`src/hdl/rfc_pkg.sv`:
```
// Shared types, constants and the CRC step function of the radio meter frame checker.
package rfc_pkg;

    // Longest frame that is not reported as too long.
    localparam int MAX_FRAME_BYTES = 255;

    // Byte position counter: it stops one past the longest legal frame.
    localparam int CNT_W = 9;
    localparam logic [CNT_W-1:0] CNT_SAT = CNT_W'(MAX_FRAME_BYTES + 1);
    localparam logic [CNT_W-1:0] CNT_MAX = CNT_W'(MAX_FRAME_BYTES);

    // CRC-16, MSB first, no final inversion.
    localparam logic [15:0] CRC_POLY = 16'h1021;
    localparam logic [15:0] CRC_INIT = 16'h0000;

    // Frame layout.
    localparam logic [CNT_W-1:0] POS_LENGTH  = 9'd0;
    localparam logic [CNT_W-1:0] POS_TYPE    = 9'd1;
    localparam logic [CNT_W-1:0] POS_ADDR_LO = 9'd2;
    localparam logic [CNT_W-1:0] POS_ADDR_HI = 9'd7;
    localparam logic [CNT_W-1:0] CONTROL_POS = 9'd8;
    localparam logic [7:0]       HEADER_END  = 8'd10;

    // Result status codes.
    localparam logic [1:0] ST_SUCCESS  = 2'd0;
    localparam logic [1:0] ST_INVALID  = 2'd1;
    localparam logic [1:0] ST_TOO_LONG = 2'd2;

    // Configuration register map.
    localparam int        ADDR_W  = 3;
    localparam logic      REG_MIN = 1'b0;
    localparam logic      REG_HDR = 1'b1;
    localparam logic [7:0] MIN_FRAME_RESET = 8'd10;
    localparam logic [7:0] HEADER_RESET    = 8'd10;

    // Depth of the queue between front and back.
    localparam int QDEPTH = 2;

    // Input beat.
    typedef struct packed {
        logic [7:0] data_byte;
        logic       last_byte;
    } t_in_beat;

    // Result beat.
    typedef struct packed {
        logic [1:0]  status;
        logic [7:0]  frame_bytes;
        logic [7:0]  length_field;
        logic [7:0]  type_field;
        logic [47:0] meter_address;
        logic [7:0]  control_field;
        logic [7:0]  payload_length;
        logic [15:0] rx_crc_value;
        logic        crc_ok;
        logic        maybe_encrypted;
    } t_out_beat;

    // A classified byte on its way from front to back.
    typedef struct packed {
        logic [7:0]       data_byte;
        logic             last_byte;
        logic [CNT_W-1:0] pos;
    } t_q_entry;

    // Configuration seen by the back end.
    typedef struct packed {
        logic [7:0] min_frame_bytes;
        logic [7:0] header_bytes;
    } t_cfg;

    // One byte through the CRC, eight shift steps.
    function automatic logic [15:0] crc_feed(input logic [15:0] acc, input logic [7:0] b);
        logic [15:0] c;
        c = acc ^ {b, 8'h00};
        for (int k = 0; k < 8; k++) begin
            if (c[15]) begin
                c = {c[14:0], 1'b0} ^ CRC_POLY;
            end else begin
                c = {c[14:0], 1'b0};
            end
        end
        return c;
    endfunction

endpackage

```
`src/hdl/rfc_front.sv`:
```
// Front end: accepts frame bytes and tags each with its position in the frame.
module rfc_front (
    input  logic              i_clk,
    input  logic              i_rst_n,
    input  logic              i_valid,
    output logic              o_ready,
    input  rfc_pkg::t_in_beat i_data,
    input  logic              i_q_full,
    output logic              o_push,
    output rfc_pkg::t_q_entry o_entry
);
    import rfc_pkg::*;

    logic [CNT_W-1:0] r_pos;
    logic [CNT_W-1:0] n_pos;

    // Take a beat whenever the queue has room.
    assign o_ready = !i_q_full;
    assign o_push  = i_valid && o_ready;

    assign o_entry.data_byte = i_data.data_byte;
    assign o_entry.last_byte = i_data.last_byte;
    assign o_entry.pos       = r_pos;

    // Position counter, saturating one past the longest frame, cleared on the last byte.
    always_comb begin
        n_pos = r_pos;
        if (o_push) begin
            if (i_data.last_byte) begin
                n_pos = '0;
            end else if (r_pos < CNT_SAT) begin
                n_pos = r_pos + 1'b1;
            end
        end
    end

    always_ff @(posedge i_clk) begin
        if (!i_rst_n) begin
            r_pos <= '0;
        end else begin
            r_pos <= n_pos;
        end
    end

endmodule

```
`src/hdl/rfc_queue.sv`:
```
// Short queue of classified bytes between the front and back ends.
module rfc_queue (
    input  logic              i_clk,
    input  logic              i_rst_n,
    input  logic              i_push,
    input  rfc_pkg::t_q_entry i_entry,
    output logic              o_full,
    output logic              o_valid,
    output rfc_pkg::t_q_entry o_head,
    input  logic              i_pop
);
    import rfc_pkg::*;

    localparam int PTR_W = (QDEPTH > 1) ? $clog2(QDEPTH) : 1;
    localparam int CNT_QW = $clog2(QDEPTH + 1);

    t_q_entry          r_slot [QDEPTH];
    logic [PTR_W-1:0]  r_wr_ptr;
    logic [PTR_W-1:0]  r_rd_ptr;
    logic [CNT_QW-1:0] r_count;

    assign o_full  = (r_count == CNT_QW'(QDEPTH));
    assign o_valid = (r_count != '0);
    assign o_head  = r_slot[r_rd_ptr];

    // Entry storage.
    always_ff @(posedge i_clk) begin
        if (i_push) begin
            r_slot[r_wr_ptr] <= i_entry;
        end
    end

    // Pointers and fill count.
    always_ff @(posedge i_clk) begin
        if (!i_rst_n) begin
            r_wr_ptr <= '0;
            r_rd_ptr <= '0;
            r_count  <= '0;
        end else begin
            if (i_push) begin
                r_wr_ptr <= (r_wr_ptr == PTR_W'(QDEPTH - 1)) ? '0 : r_wr_ptr + 1'b1;
            end
            if (i_pop) begin
                r_rd_ptr <= (r_rd_ptr == PTR_W'(QDEPTH - 1)) ? '0 : r_rd_ptr + 1'b1;
            end
            if (i_push && !i_pop) begin
                r_count <= r_count + 1'b1;
            end else if (i_pop && !i_push) begin
                r_count <= r_count - 1'b1;
            end
        end
    end

endmodule

```
`src/hdl/rfc_back.sv`:
```
// Back end: header capture, CRC over the delayed stream and the result register.
module rfc_back (
    input  logic               i_clk,
    input  logic               i_rst_n,
    input  rfc_pkg::t_cfg      i_cfg,
    input  logic               i_head_valid,
    input  rfc_pkg::t_q_entry  i_head,
    output logic               o_pop,
    output logic               o_valid,
    input  logic               i_ready,
    output rfc_pkg::t_out_beat o_data
);
    import rfc_pkg::*;

    // Frame state.
    logic [15:0] r_crc;
    logic [15:0] r_hold;
    logic [7:0]  r_len;
    logic [7:0]  r_type;
    logic [47:0] r_addr;
    logic [7:0]  r_ctrl;
    logic [15:0] n_crc;
    logic [15:0] n_hold;
    logic [7:0]  n_len;
    logic [7:0]  n_type;
    logic [47:0] n_addr;
    logic [7:0]  n_ctrl;

    // Result register.
    logic      r_valid;
    t_out_beat r_out;
    t_out_beat n_out;

    logic [CNT_W-1:0] w_count;
    logic [2:0]       w_addr_idx;
    logic [7:0]       w_fb;
    logic [15:0]      w_rx_crc;
    logic             w_ok;

    // A last byte waits until the result register is free.
    assign o_pop   = i_head_valid && (!i_head.last_byte || !r_valid || i_ready);
    assign o_valid = r_valid;
    assign o_data  = r_out;

    assign w_count    = (i_head.pos < CNT_SAT) ? i_head.pos + 1'b1 : i_head.pos;
    assign w_addr_idx = 3'(i_head.pos - POS_ADDR_LO);

    // Frame state after this byte.
    always_comb begin
        n_len  = r_len;
        n_type = r_type;
        n_addr = r_addr;
        n_ctrl = r_ctrl;
        if (i_head.pos == POS_LENGTH) begin
            n_len = i_head.data_byte;
        end else if (i_head.pos == POS_TYPE) begin
            n_type = i_head.data_byte;
        end else if (i_head.pos >= POS_ADDR_LO && i_head.pos <= POS_ADDR_HI) begin
            n_addr[{w_addr_idx, 3'b000} +: 8] = i_head.data_byte;
        end else if (i_head.pos == CONTROL_POS) begin
            n_ctrl = i_head.data_byte;
        end
        n_crc  = (i_head.pos >= POS_ADDR_LO) ? crc_feed(r_crc, r_hold[15:8]) : r_crc;
        n_hold = {r_hold[7:0], i_head.data_byte};
    end

    // Result fields for a closing byte.
    assign w_fb     = (w_count > 9'd255) ? 8'hFF : w_count[7:0];
    assign w_rx_crc = (w_count >= 9'd2) ? n_hold : 16'h0000;
    assign w_ok     = (w_count < 9'd3) || (n_crc == w_rx_crc);

    always_comb begin
        if (w_count > CNT_MAX) begin
            n_out.status = ST_TOO_LONG;
        end else if (w_count < {1'b0, i_cfg.min_frame_bytes}
                     || w_count < {1'b0, i_cfg.header_bytes}) begin
            n_out.status = ST_INVALID;
        end else begin
            n_out.status = ST_SUCCESS;
        end
        n_out.frame_bytes     = w_fb;
        n_out.length_field    = n_len;
        n_out.type_field      = n_type;
        n_out.meter_address   = n_addr;
        n_out.control_field   = (w_count > CONTROL_POS) ? n_ctrl : 8'h00;
        n_out.payload_length  = (w_fb > HEADER_END) ? w_fb - HEADER_END : 8'h00;
        n_out.rx_crc_value    = w_rx_crc;
        n_out.crc_ok          = w_ok;
        n_out.maybe_encrypted = (({1'b0, n_len} + 9'd1) != w_count) || !w_ok;
    end

    // Frame state registers, cleared after each frame.
    always_ff @(posedge i_clk) begin
        if (!i_rst_n) begin
            r_crc  <= CRC_INIT;
            r_hold <= '0;
            r_len  <= '0;
            r_type <= '0;
            r_addr <= '0;
            r_ctrl <= '0;
        end else if (o_pop) begin
            if (i_head.last_byte) begin
                r_crc  <= CRC_INIT;
                r_hold <= '0;
                r_len  <= '0;
                r_type <= '0;
                r_addr <= '0;
                r_ctrl <= '0;
            end else begin
                r_crc  <= n_crc;
                r_hold <= n_hold;
                r_len  <= n_len;
                r_type <= n_type;
                r_addr <= n_addr;
                r_ctrl <= n_ctrl;
            end
        end
    end

    // Result valid flag.
    always_ff @(posedge i_clk) begin
        if (!i_rst_n) begin
            r_valid <= 1'b0;
        end else if (o_pop && i_head.last_byte) begin
            r_valid <= 1'b1;
        end else if (i_ready) begin
            r_valid <= 1'b0;
        end
    end

    // Result payload.
    always_ff @(posedge i_clk) begin
        if (o_pop && i_head.last_byte) begin
            r_out <= n_out;
        end
    end

endmodule

```
`src/hdl/radio_meter_frame_checker_core.sv`:
```
// Top level of the radio meter frame checker: configuration port, front, queue and back.
// Throughput: one byte per cycle; the front takes a beat whenever the two-entry queue has room.
// Path: a closing byte is pushed into the queue, then popped into the result register once that
// register is free, and its result beat is offered until the receiver takes it.
// Reset: synchronous, active low; frame state and queue are emptied and both
// length registers return to 10.
module radio_meter_frame_checker_core (
    input  logic                       i_clk,
    input  logic                       i_rst_n,
    input  logic                       i_valid,
    output logic                       o_ready,
    input  rfc_pkg::t_in_beat          i_data,
    output logic                       o_valid,
    input  logic                       i_ready,
    output rfc_pkg::t_out_beat         o_data,
    input  logic                       psel,
    input  logic                       penable,
    input  logic                       pwrite,
    input  logic [rfc_pkg::ADDR_W-1:0] paddr,
    input  logic [31:0]                pwdata,
    output logic [31:0]                prdata,
    output logic                       pready
);
    import rfc_pkg::*;

    t_cfg     r_cfg;
    logic     w_push;
    t_q_entry w_entry;
    logic     w_q_full;
    logic     w_q_valid;
    t_q_entry w_q_head;
    logic     w_pop;
    logic     w_cfg_wr;

    // Configuration registers.
    assign pready   = 1'b1;
    assign w_cfg_wr = psel && penable && pwrite && pready;

    always_ff @(posedge i_clk) begin
        if (!i_rst_n) begin
            r_cfg.min_frame_bytes <= MIN_FRAME_RESET;
            r_cfg.header_bytes    <= HEADER_RESET;
        end else if (w_cfg_wr) begin
            case (paddr[2])
                REG_MIN: r_cfg.min_frame_bytes <= pwdata[7:0];
                REG_HDR: r_cfg.header_bytes    <= pwdata[7:0];
                default: ;
            endcase
        end
    end

    always_comb begin
        case (paddr[2])
            REG_MIN: prdata = {24'h0, r_cfg.min_frame_bytes};
            REG_HDR: prdata = {24'h0, r_cfg.header_bytes};
            default: prdata = '0;
        endcase
    end

    rfc_front u_front (
        .i_clk    (i_clk),
        .i_rst_n  (i_rst_n),
        .i_valid  (i_valid),
        .o_ready  (o_ready),
        .i_data   (i_data),
        .i_q_full (w_q_full),
        .o_push   (w_push),
        .o_entry  (w_entry)
    );

    rfc_queue u_queue (
        .i_clk   (i_clk),
        .i_rst_n (i_rst_n),
        .i_push  (w_push),
        .i_entry (w_entry),
        .o_full  (w_q_full),
        .o_valid (w_q_valid),
        .o_head  (w_q_head),
        .i_pop   (w_pop)
    );

    rfc_back u_back (
        .i_clk        (i_clk),
        .i_rst_n      (i_rst_n),
        .i_cfg        (r_cfg),
        .i_head_valid (w_q_valid),
        .i_head       (w_q_head),
        .o_pop        (w_pop),
        .o_valid      (o_valid),
        .i_ready      (i_ready),
        .o_data       (o_data)
    );

    // A too-long frame always reports the saturated byte count.
    a_too_long_sat: assert property (@(posedge i_clk) disable iff (!i_rst_n)
        (o_valid && o_data.status == ST_TOO_LONG) |-> (o_data.frame_bytes == 8'hFF))
        else $error("too_long result without saturated frame_bytes");

    // A CRC mismatch must raise the encryption hint.
    a_crc_flags: assert property (@(posedge i_clk) disable iff (!i_rst_n)
        (o_valid && !o_data.crc_ok) |-> o_data.maybe_encrypted)
        else $error("crc mismatch without maybe_encrypted");

    // Payload length is only nonzero past the header.
    a_payload_len: assert property (@(posedge i_clk) disable iff (!i_rst_n)
        (o_valid && o_data.payload_length != 8'h00) |-> (o_data.frame_bytes > HEADER_END))
        else $error("payload length on a frame without payload");

    // A closing byte in the queue head never leaves while an untaken result is held.
    a_no_overwrite: assert property (@(posedge i_clk) disable iff (!i_rst_n)
        (o_valid && !i_ready && w_q_valid && w_q_head.last_byte) |-> !w_pop)
        else $error("result register overwritten while stalled");

endmodule

```
`config.mk`:
```
export PLATFORM = sky130hd
export DESIGN_NAME = radio_meter_frame_checker_core
export DESIGN_NICKNAME = d
export VERILOG_FILES = /design/src/hdl/rfc_pkg.sv /design/src/hdl/rfc_front.sv /design/src/hdl/rfc_queue.sv /design/src/hdl/rfc_back.sv /design/src/hdl/radio_meter_frame_checker_core.sv
export SDC_FILE = /design/constraint.sdc
export NUM_CORES = 1
export LEC_CHECK = 0
export ABC_AREA = 1
export CAP_MARGIN = 0
export CORE_MARGIN = 1.5
export CORE_UTILIZATION = 45
export DETAILED_ROUTE_END_ITERATION = 8
export DONT_BUFFER_PORTS = 1
export SLEW_MARGIN = 25
export SYNTH_ARGS = -nofsm -noshare
export SYNTH_HDL_FRONTEND = slang
export SYNTH_SLANG_ARGS = --single-unit
```
`constraint.sdc`:
```
create_clock -name i_clk -period 4.2 [get_ports i_clk]
set_input_delay 0.84 -clock i_clk [delete_from_list [all_inputs] [get_ports i_clk]]
set_output_delay 0.84 -clock i_clk [all_outputs]
set_load 0.05 [all_outputs]
```
# Word-level counts from Yosys, hierarchy flattened
# Memory sizes are Yosys's and may differ from the RTL's. A register that Yosys moved wholly into a read port is not among the register bits.
# Cells that the tools add are included.
word_totals:
  output_inout_bits: 143
  register_bits: 242
  ram_bits: 36
  mem_count: 1
  input_bits: 51
mem_list:
  columns: ["memory", "depth", "word_bits", "read_ports", "rd_clocked_by_memory_dff", "wr", "line_no", "rtl"]
  rows:
  - ["u_queue.r_slot", 2, 18, 1, 1, 1, "rfc_queue.sv:17", "t_q_entry r_slot [QDEPTH];"]
op_classes:
  n_mux: 43
  n_eq_ne: 5
  add_sub_neg: 10
  magnitude_cmp: 11
  n_bitwise: 10
  n_shift: 2
  n_reduce_logical: 27
op_table:
  columns: ["operator", "n"]
  rows:
  - ["48-bit 2-to-1 mux", 4]
  - ["13-bit 2-to-1 mux", 8]
  - ["8-bit 2-to-1 mux", 11]
  - ["16-bit 2-to-1 mux", 4]
  - ["32-bit case mux with 2 select lines", 1]
  - ["48-bit bitwise mux", 1]
  - ["8-bit by 8-bit variable shift with 48-bit output (first input constant)", 1]
  - ["8-bit by 8-bit variable part select with 48-bit output", 1]
  - ["9-bit 2-to-1 mux", 3]
  - ["3-bit NOT", 8]
  - ["9-bit by 1-bit adder with 9-bit output (second input constant)", 2]
  - ["9-bit by 2-bit >= comparator with 1-bit output (second input constant)", 2]
  - ["9-bit by 8-bit less-than comparator with 1-bit output", 2]
  - ["9-bit less-than comparator (second input constant)", 2]
  - ["16-bit equality test", 1]
  - ["16-bit XOR", 1]
  - ["8-bit by 1-bit adder with 9-bit output (second input constant)", 1]
  - ["9-bit by 1-bit equality test with 1-bit output (second input constant)", 1]
  - ["9-bit by 4-bit equality test with 1-bit output (second input constant)", 1]
  - ["9-bit by 4-bit greater-than comparator with 1-bit output (second input constant)", 1]
  - ["9-bit by 8-bit greater-than comparator with 1-bit output (second input constant)", 1]
  - ["9-bit by 3-bit less-or-equal comparator with 1-bit output (second input constant)", 1]
  - ["9-bit zero test", 1]
  - ["9-bit by 2-bit less-than comparator with 1-bit output (second input constant)", 1]
  - ["other kinds (17)", 48]

# Logic depth before layout (Yosys ltp)
# Gate-level depths: netlist of the first run.
depth:
  depth_word: 22
  mapped_depth: 23
  ltp_nobuf: 22

# Cells and area by module
# A second synthesis of the first run with hierarchy kept.
unflattened:
  cells_unflattened: 1643
  area_unflattened_um2: 13611.8
modules_own_cells:
  columns: ["module", "area_each_um2", "seq_area_each_um2", "n_inst", "cells_per_inst"]
  rows:
  - ["rfc_back", 10461.3, 5345.1, 1, 1320]
  - ["rfc_queue", 1580.3, 1181.1, 1, 91]
  - ["radio_meter_frame_checker_core", 980.9, 320.3, 1, 148]
  - ["rfc_front", 589.3, 180.2, 1, 84]

# Worst setup path after synthesis of the first run
# OpenSTA, ideal clock, no wires.
synth_timing:
  path_type: "reg-to-reg"
  start: "reg (tool-made name)"
  end: "reg u_back.r_out, in the netlist u_back.o_data[0], enable pin"
  synth_period_minus_slack_ps: 3824
  setup_ps: 462
  t_arrival_ps: 3362
  path_stages_with_launch: 8
  path_slack_ps: 376
  n_path_buf: 2
  cell_sequence: "dfxtp_1 -> buf_6 -> buf_4 -> mux2i_1 -> inv_1 -> a21oi_1 -> nand2_1 -> inv_1"
synth_lines:
  columns: ["item", "line_no", "rtl"]
  rows:
  - ["end signal, assigned", "rfc_back.sv:134", "r_out <= n_out;"]
  - ["end, declared", "rfc_back.sv:31", "t_out_beat r_out;"]

==> results.ini, run 1 <==
[final_layout]
fin_cells = 1978
multi_input_area_um2 = 5049
areaGrowthSynthToFinish_pct = 9.027
seqCellArea_um2 = 7027
insertedDiodeCount = 0
finalInstanceArea_um2 = 14370
nets = 1647
drive_above_1_share_pct = 8.218
fillers = 2786

[worst_setup_path]
critPathCaptureType = flip-flop
critPathKind = reg2reg
crit_path_max_fanout = 32
cp_data_required_time_ns = 4.51
crit_slowest_cell = dfxtp_1
regToRegEndpoint = u_back.o_data[0]$_DFFE_PP_
crit_chain = buf_4, nand2_1, nand2_1, ha_1, inv_1, nor2_1, nand4_1, nand2_1, nor2_1, nand3_2, buf_4, nand2_1, nand2_1, nand2_1, nor2_1, nand2_1, nor2_1, nand2_1, nand2_1, nand2_1
cp_slowest_stage_delay_ns = 0.34
crit_top_cell = nand2_1
cp-start-kind = flip-flop
cp.arrival_ns = 3.86
rrSetupSlack_ns = 0.65
r2r.worst_path.cells = 20

[sta]
fmax_mhz = 281.6
finalHoldViolCount = 0
rsz0062_at_grt = false
min_period_ns = 3.551
whs_ns = 0.3736
setup_tns_ns = 0
worst_slew_pin_slew_ns = 1.002
fin_worst_skew_ns = 0.01371
final_max_slew_viol_count = 0
setup_violations = 0
slew_headroom_pct = 32.72
post-route-period-util_pct = 84.56

[global_routing]
grt_pass1_vias = 9093
grt_pass1_wl_mm = 48.55
antenna_found_initial = 0
grt_usage_pct = 19.85
grt_max_degree = 97
gr-total-overflow = 0

[route]
drt_pass1_iterations = 5
ant_nets = 0
num_vias = 9900
viasPerCell = 5.005
drt_iter0_markers = 701
drt-wirelength-per-cell_um = 15.40
drc = 0
wl_mm = 30.45

[placed_design]
hpwlAfterDp_mm = 20.47
gp_congestion = 0.8063
numPlacedInstances = 1924
placed_area_um2 = 13490
port_buffers = 0

[floorplanning]
dieArea_um2 = 30330
die_w_um = 174.2
rows = 62
ios = 194
die_h_um = 174.2
coreArea_um2 = 28780
initial_utilization_pct = 45.80

[clock_tree]
cts_sinks = 279
clk_latency_ns = 0.55
cts-buffers-inserted = 29
htreeDepth = 1
postCtsHoldBufs = 0
cts_resized = 0
cts_root_buf = clkbuf_16
clock_path_buffers = 3
post_cts_buffers = 0
clk_pin_slew_worst_paths_ns = 0.07
cts_tree = built

[logic_synthesis]
synth_mux_area_share_pct = 0.07594
synth_area_um2 = 13180
ys_warn_count = 0
synth_seq_cells = 279
synth_edf_count = 144
synthSimpleGateAreaFrac_pct = 21.59
async_flop_share_pct = 0
synthAdderAreaFrac_pct = 2.373
synth-xor-area-share_pct = 1.993
ys.flop_type = edfxtp_1
netlist_instances = 1580
seq_area_frac_synth_pct = 53.31
synth_top_family_by_area = simple AND/OR/NAND/NOR gates
syn_area_per_cell_um2 = 8.343
synth-compound-area-share_pct = 11.50
synth.distinct_cells = 49

[power]
p_total_mw = 10.34
p_leak_nw = 6.004
cellPowerDensity_nw_per_um2 = 719.3
peakVddDrop_mv = 0.3759

[flow_run]
maxCapViolations = 0

[worst_hold_path]
min_from = i_data[6]
holdPathStages = 0
holdPathEnd = u_queue.r_slot[1][15]$_DFFE_PP_
hp-class = in2reg

[outcome]
status = finished, final reports clean

## synth_stat cells, types with 2 or more instances
cell,instances,area [um^2]
a211oi_1,3,22.52
a21o_1,2,15.01
a21oi_1,131,655.6
a21oi_2,7,61.31
a31oi_1,3,18.77
buf_1,2,7.510
buf_2,8,40.04
buf_4,29,217.7
buf_6,3,33.78
clkbuf_1,43,161.4
conb_1,2,7.510
dfxtp_1,135,2703
edfxtp_1,144,4324
ha_1,25,312.8
inv_1,179,671.9
inv_2,17,63.81
nand2_1,458,1719
nand2_2,13,81.33
nand3_1,56,280.3
nand3_2,5,50.05
nand4_1,14,87.58
nor2_1,94,352.8
nor2_2,3,18.77
nor2_4,2,22.52
nor3_1,4,20.02
nor4_1,2,12.51
o21a_1,3,22.52
o21ai_0,76,380.4
o21ai_1,41,205.2
o21ai_2,5,43.79
o21bai_1,2,15.01
o22ai_1,8,50.05
or2_0,2,12.51
or2_1,9,56.30
or2_2,8,50.05
xnor2_1,12,105.1
xor2_1,18,157.7
## layout by cell type, fill, tap and decap left out, types with 4 or more instances in the layout
cell       count
a21oi_1      131
a21oi_2        7
buf_4         20
clkbuf_1       6
clkbuf_16     29
clkinv_1       7
clkinv_2       8
conb_1        25
dfxtp_1      135
edfxtp_1     144
ha_1          25
inv_1        177
inv_2         17
nand2_1      458
nand2_2       13
nand3_1       56
nand3_2        5
nand4_1       14
nor2_1        93
nor3_1         4
o21ai_0       68
o21ai_1       49
o21ai_2        5
o22ai_1        8
or2_1          9
or2_2          8
xnor2_1       12
xor2_1        18
## worst max-delay path, delay by kind of cell (launching register included)
kind                     cells  cell delay, ns
buffers and inverters        3            0.65
AND/OR/NAND/NOR             16            2.03
adder cells (fa/ha/maj)      1            0.25
flip-flops                   1            0.34
## cell families (layout without fill, tap and decap cells)
group / after synthesis / after routing
AO/OA/AOI/OAI: 284 / 284
XOR/XNOR: 30 / 30
adder cells (fa/ha/maj): 25 / 25
buffers and inverters: 282 / 273
flip-flops: 279 / 279
multiplexers: 1 / 1
other: 2 / 25
AND/OR/NAND/NOR: 677 / 677
## how the worst max path moves through the flow
stage	endpoint	startpoint	slack, ns
6_report	u_back.o_data[0]$_DFFE_PP_	flip-flop	0.65
2_1_floorplan	u_back.o_data[0]$_DFFE_PP_	flip-flop	0.38
4_1_cts	u_back.o_data[0]$_DFFE_PP_	flip-flop	0.64
3_5_place_dp	u_back.o_data[0]$_DFFE_PP_	flip-flop	0.66
3_3_place_gp	u_back.o_data[0]$_DFFE_PP_	flip-flop	0.69
5_1_grt	u_back.o_data[0]$_DFFE_PP_	flip-flop	0.25
## routing by layer
layer	routed length, um	part of all wire [%]	track usage [%]
met5	0	0	0
met4	522	1.7	4.382
met3	1642	5.4	3.303
met2	13800	45	31.82
met1	14490	48	28.24
## stage by stage
| stage | setup slack [ns] | utilization (%) |
|---|---|---|
| after floorplan | 0.3761 | - |
| after CTS | 0.6393 | 49.93 |
| after detailed placement | 0.6558 | 46.87 |
| final | 0.6487 | 49.93 |
| after global placement | 0.6856 | 46.87 |
| after global routing | 0.2535 | 49.93 |
## sequential cells by signal, summed over array words and instances, names as in the netlist, 9 cells and up, named ones only
name            flops
u_back.r_hold      16
u_front.r_pos       9
u_back.r_crc       16
u_back.o_data     108
r_cfg              16
u_queue.r_slot     36
u_back.r_addr      48
## power by group
group          leakage [nW]  total (mW)  internal, mW  switching (mW)
Combinational          3.11        3.08         0.799            2.28
Clock                 0.443        2.43          1.37            1.06
Sequential             2.45        4.83          3.51            1.32
Total                  6.00        10.3          5.68            4.66
## layout make-up
cell class | count | share of cell area (%)
flip-flops and latches | 279 | 48.89
multi-input cells | 1042 | 35.13
clock buffers | 39 | 5.468
inverters | 197 | 5.172
well taps | 384 | 3.343
repair buffers | 22 | 1.323
clock inverters | 15 | 0.6704
Power figures use the tool's default switching activity.
==> inputs of run 2 (changes only) <==
==> constraint.sdc (replaced) <==
create_clock -name i_clk -period 3.03 [get_ports i_clk]
set_input_delay 0.606 -clock i_clk [delete_from_list [all_inputs] [get_ports i_clk]]
set_output_delay 0.606 -clock i_clk [all_outputs]
set_load 0.05 [all_outputs]
==> run 2 against run 1 <==
Core utilization rose by 2.6 points. First-iteration DRC count increased by 16%. Combinational power rose by 59%. Worst hold slack worse by 0.21 ns. Power up 47%. Sequential power grew 39%. Non-clock buffer count rose by 53. Register-to-register slack worse by 0.54 ns. Setup slack lost 0.54 ns. Flip-flop and latch count unchanged. Die area did not move. Largest cell class unchanged.
==> results.ini, run 2 (synthesis results as in run 1) <==
[outcome]
status = finished, final reports clean

[worst_setup_path]
r2r.worst_path.cells = 22
regToRegEndpoint = u_back.o_data[0]$_DFFE_PP_
crit_path_max_fanout = 8
critPathKind = reg2reg
cp.arrival_ns = 3.21
cp_data_required_time_ns = 3.32
critPathCaptureType = flip-flop
cp-start-kind = flip-flop
rrSetupSlack_ns = 0.11

[route]
ant_nets = 0
drt-wirelength-per-cell_um = 15.58
drt_pass1_iterations = 5
drt_iter0_markers = 812
drc = 0
viasPerCell = 5.029
wl_mm = 31.64
num_vias = 10209

[power]
internal-power_mw = 8.517
seq_power_share_pct = 44.2
cellPowerDensity_nw_per_um2 = 1004
swShare_pct = 43.86
p_switching_mw = 6.654
p_comb_share_pct = 32.2
p_clk_share_pct = 23.6
p_leak_nw = 6.331
peakVddDrop_mv = 0.7895

[worst_hold_path]
holdPathEnd = u_queue.r_slot[0][17]$_DFFE_PP_
hp-class = in2reg
min_from = i_data[8]
holdPathStages = 0

[placed_design]
gp_congestion = 0.8280
hpwlAfterDp_mm = 21.32
placed_area_um2 = 13870
port_buffers = 0

[sta]
post-route-period-util_pct = 96.50
worst_slew_pin_slew_ns = 0.7761
finalHoldViolCount = 0
slew_headroom_pct = 47.71
final_max_slew_viol_count = 0
fmax_mhz = 342.0
setup_tns_ns = 0
rsz0062_at_grt = true
setup_violations = 0
whs_ns = 0.1622
min_period_ns = 2.924
fin_worst_skew_ns = 0.01182

[floorplanning]
die_h_um = 174.2
die_w_um = 174.2
rows = 62
ios = 194
coreArea_um2 = 28780
dieArea_um2 = 30330
initial_utilization_pct = 45.80

[global_routing]
grt_usage_pct = 20.22
antenna_found_initial = 0
grt_max_degree = 97
gr-total-overflow = 0
grt_pass1_vias = 9283
grt_pass1_wl_mm = 49.33

[clock_tree]
clock_path_buffers = 3
clk_latency_ns = 0.54
cts_root_buf = clkbuf_16
cts-buffers-inserted = 29
htreeDepth = 1
clk_pin_slew_worst_paths_ns = 0.06
cts_sinks = 279
postCtsHoldBufs = 0
cts_tree = built

[final_layout]
largest_reg_flops = 108
layout_common_cells = 448 x nand2_1, 175 x inv_1, 144 x edfxtp_1
drive_above_1_share_pct = 13.06
nets = 1700
insertedDiodeCount = 0
areaGrowthSynthToFinish_pct = 14.64
finalInstanceArea_um2 = 15110
layout_commonest_cell = nand2_1

[flow_run]
maxCapViolations = 0

[run 2: metrics by stage]
step	power (mW)	setup slack, ns	instances	util [%]
6_report	15.17	0.1060	2030	52.50
5_1_grt	16.03	-0.06061	2030	52.50
3_3_place_gp	11.37	0.02226	1968	48.20
2_1_floorplan	9.790	0.004648	1603	-
4_1_cts	15.03	0.01865	2021	51.54
3_5_place_dp	11.42	-0.02990	1968	48.20
[run 2: area by class of cell]
type / instances / area (um^2)
inverters: 197 / 752.0
multi-input cells: 1042 / 5185
flip-flops and latches: 279 / 7030
well taps: 384 / 480.5
clock inverters: 16 / 180.2
fillers: 2641 / 13670
clock buffers: 37 / 775.7
repair buffers: 75 / 706.9
[run 2: timing repair]
action / 4_1_cts / 5_1_grt
resized for setup: 2 / 47
pin swaps: 0 / 11
setup buffers: 0 / 5
endpoints found under the setup margin: 2 / 22
cloned: 0 / 4
[run 2: power by group through the flow]
stage	clock (mW)	sequential [mW]	combinational, mW
after global placement	0	6.77	4.60
after floorplan	0	6.71	3.08
after detailed placement	0	6.78	4.64
final	3.58	6.71	4.89
after CTS	3.65	6.71	4.66
after global routing	3.82	6.77	5.44
[run 2: how the worst max path moves through the flow]
stage,start,end,slack (ns),cells after the start
detailed placement,flip-flop,u_back.o_data[0]$_DFFE_PP_,-0.03,22
global placement,flip-flop,u_back.o_data[0]$_DFFE_PP_,0.02,22
floorplan,u_back.o_valid$_SDFFE_PN0P_,u_back.o_data[0]$_DFFE_PP_,0.005,5
finish,flip-flop,u_back.o_data[0]$_DFFE_PP_,0.11,22
global route,flip-flop,u_back.o_data[0]$_DFFE_PP_,-0.06,24
CTS,flip-flop,u_back.o_data[0]$_DFFE_PP_,0.02,20
[run 2: metal layers]
metal / share of wire (%) / global-route usage, % / up-vias
met3: 6.7 / 4.353 / 47
met1: 46 / 28.12 / 4746
li1: - / - / 5166
met5: 0 / 0 / -
met2: 45 / 32.57 / 250
met4: 1.9 / 4.095 / 0
[run 2: worst max-delay path, stage by stage (launching register included)]
cell	delay (ns)
dfxtp_4	0.37
inv_4	0.08
nand2_1	0.08
nand2_4	0.15
inv_2	0.08
ha_4	0.27
clkinv_1	0.07
nand2_1	0.09
o21ai_2	0.07
nand2_1	0.11
nor2_2	0.06
nand3_4	0.17
buf_12	0.14
clkbuf_16	0.14
nand2_1	0.06
nand2_1	0.06
nand2_1	0.04
nor2_1	0.10
nand2_1	0.10
nor2_2	0.14
nand2_2	0.12
nand2_2	0.09
nand2_1	0.06
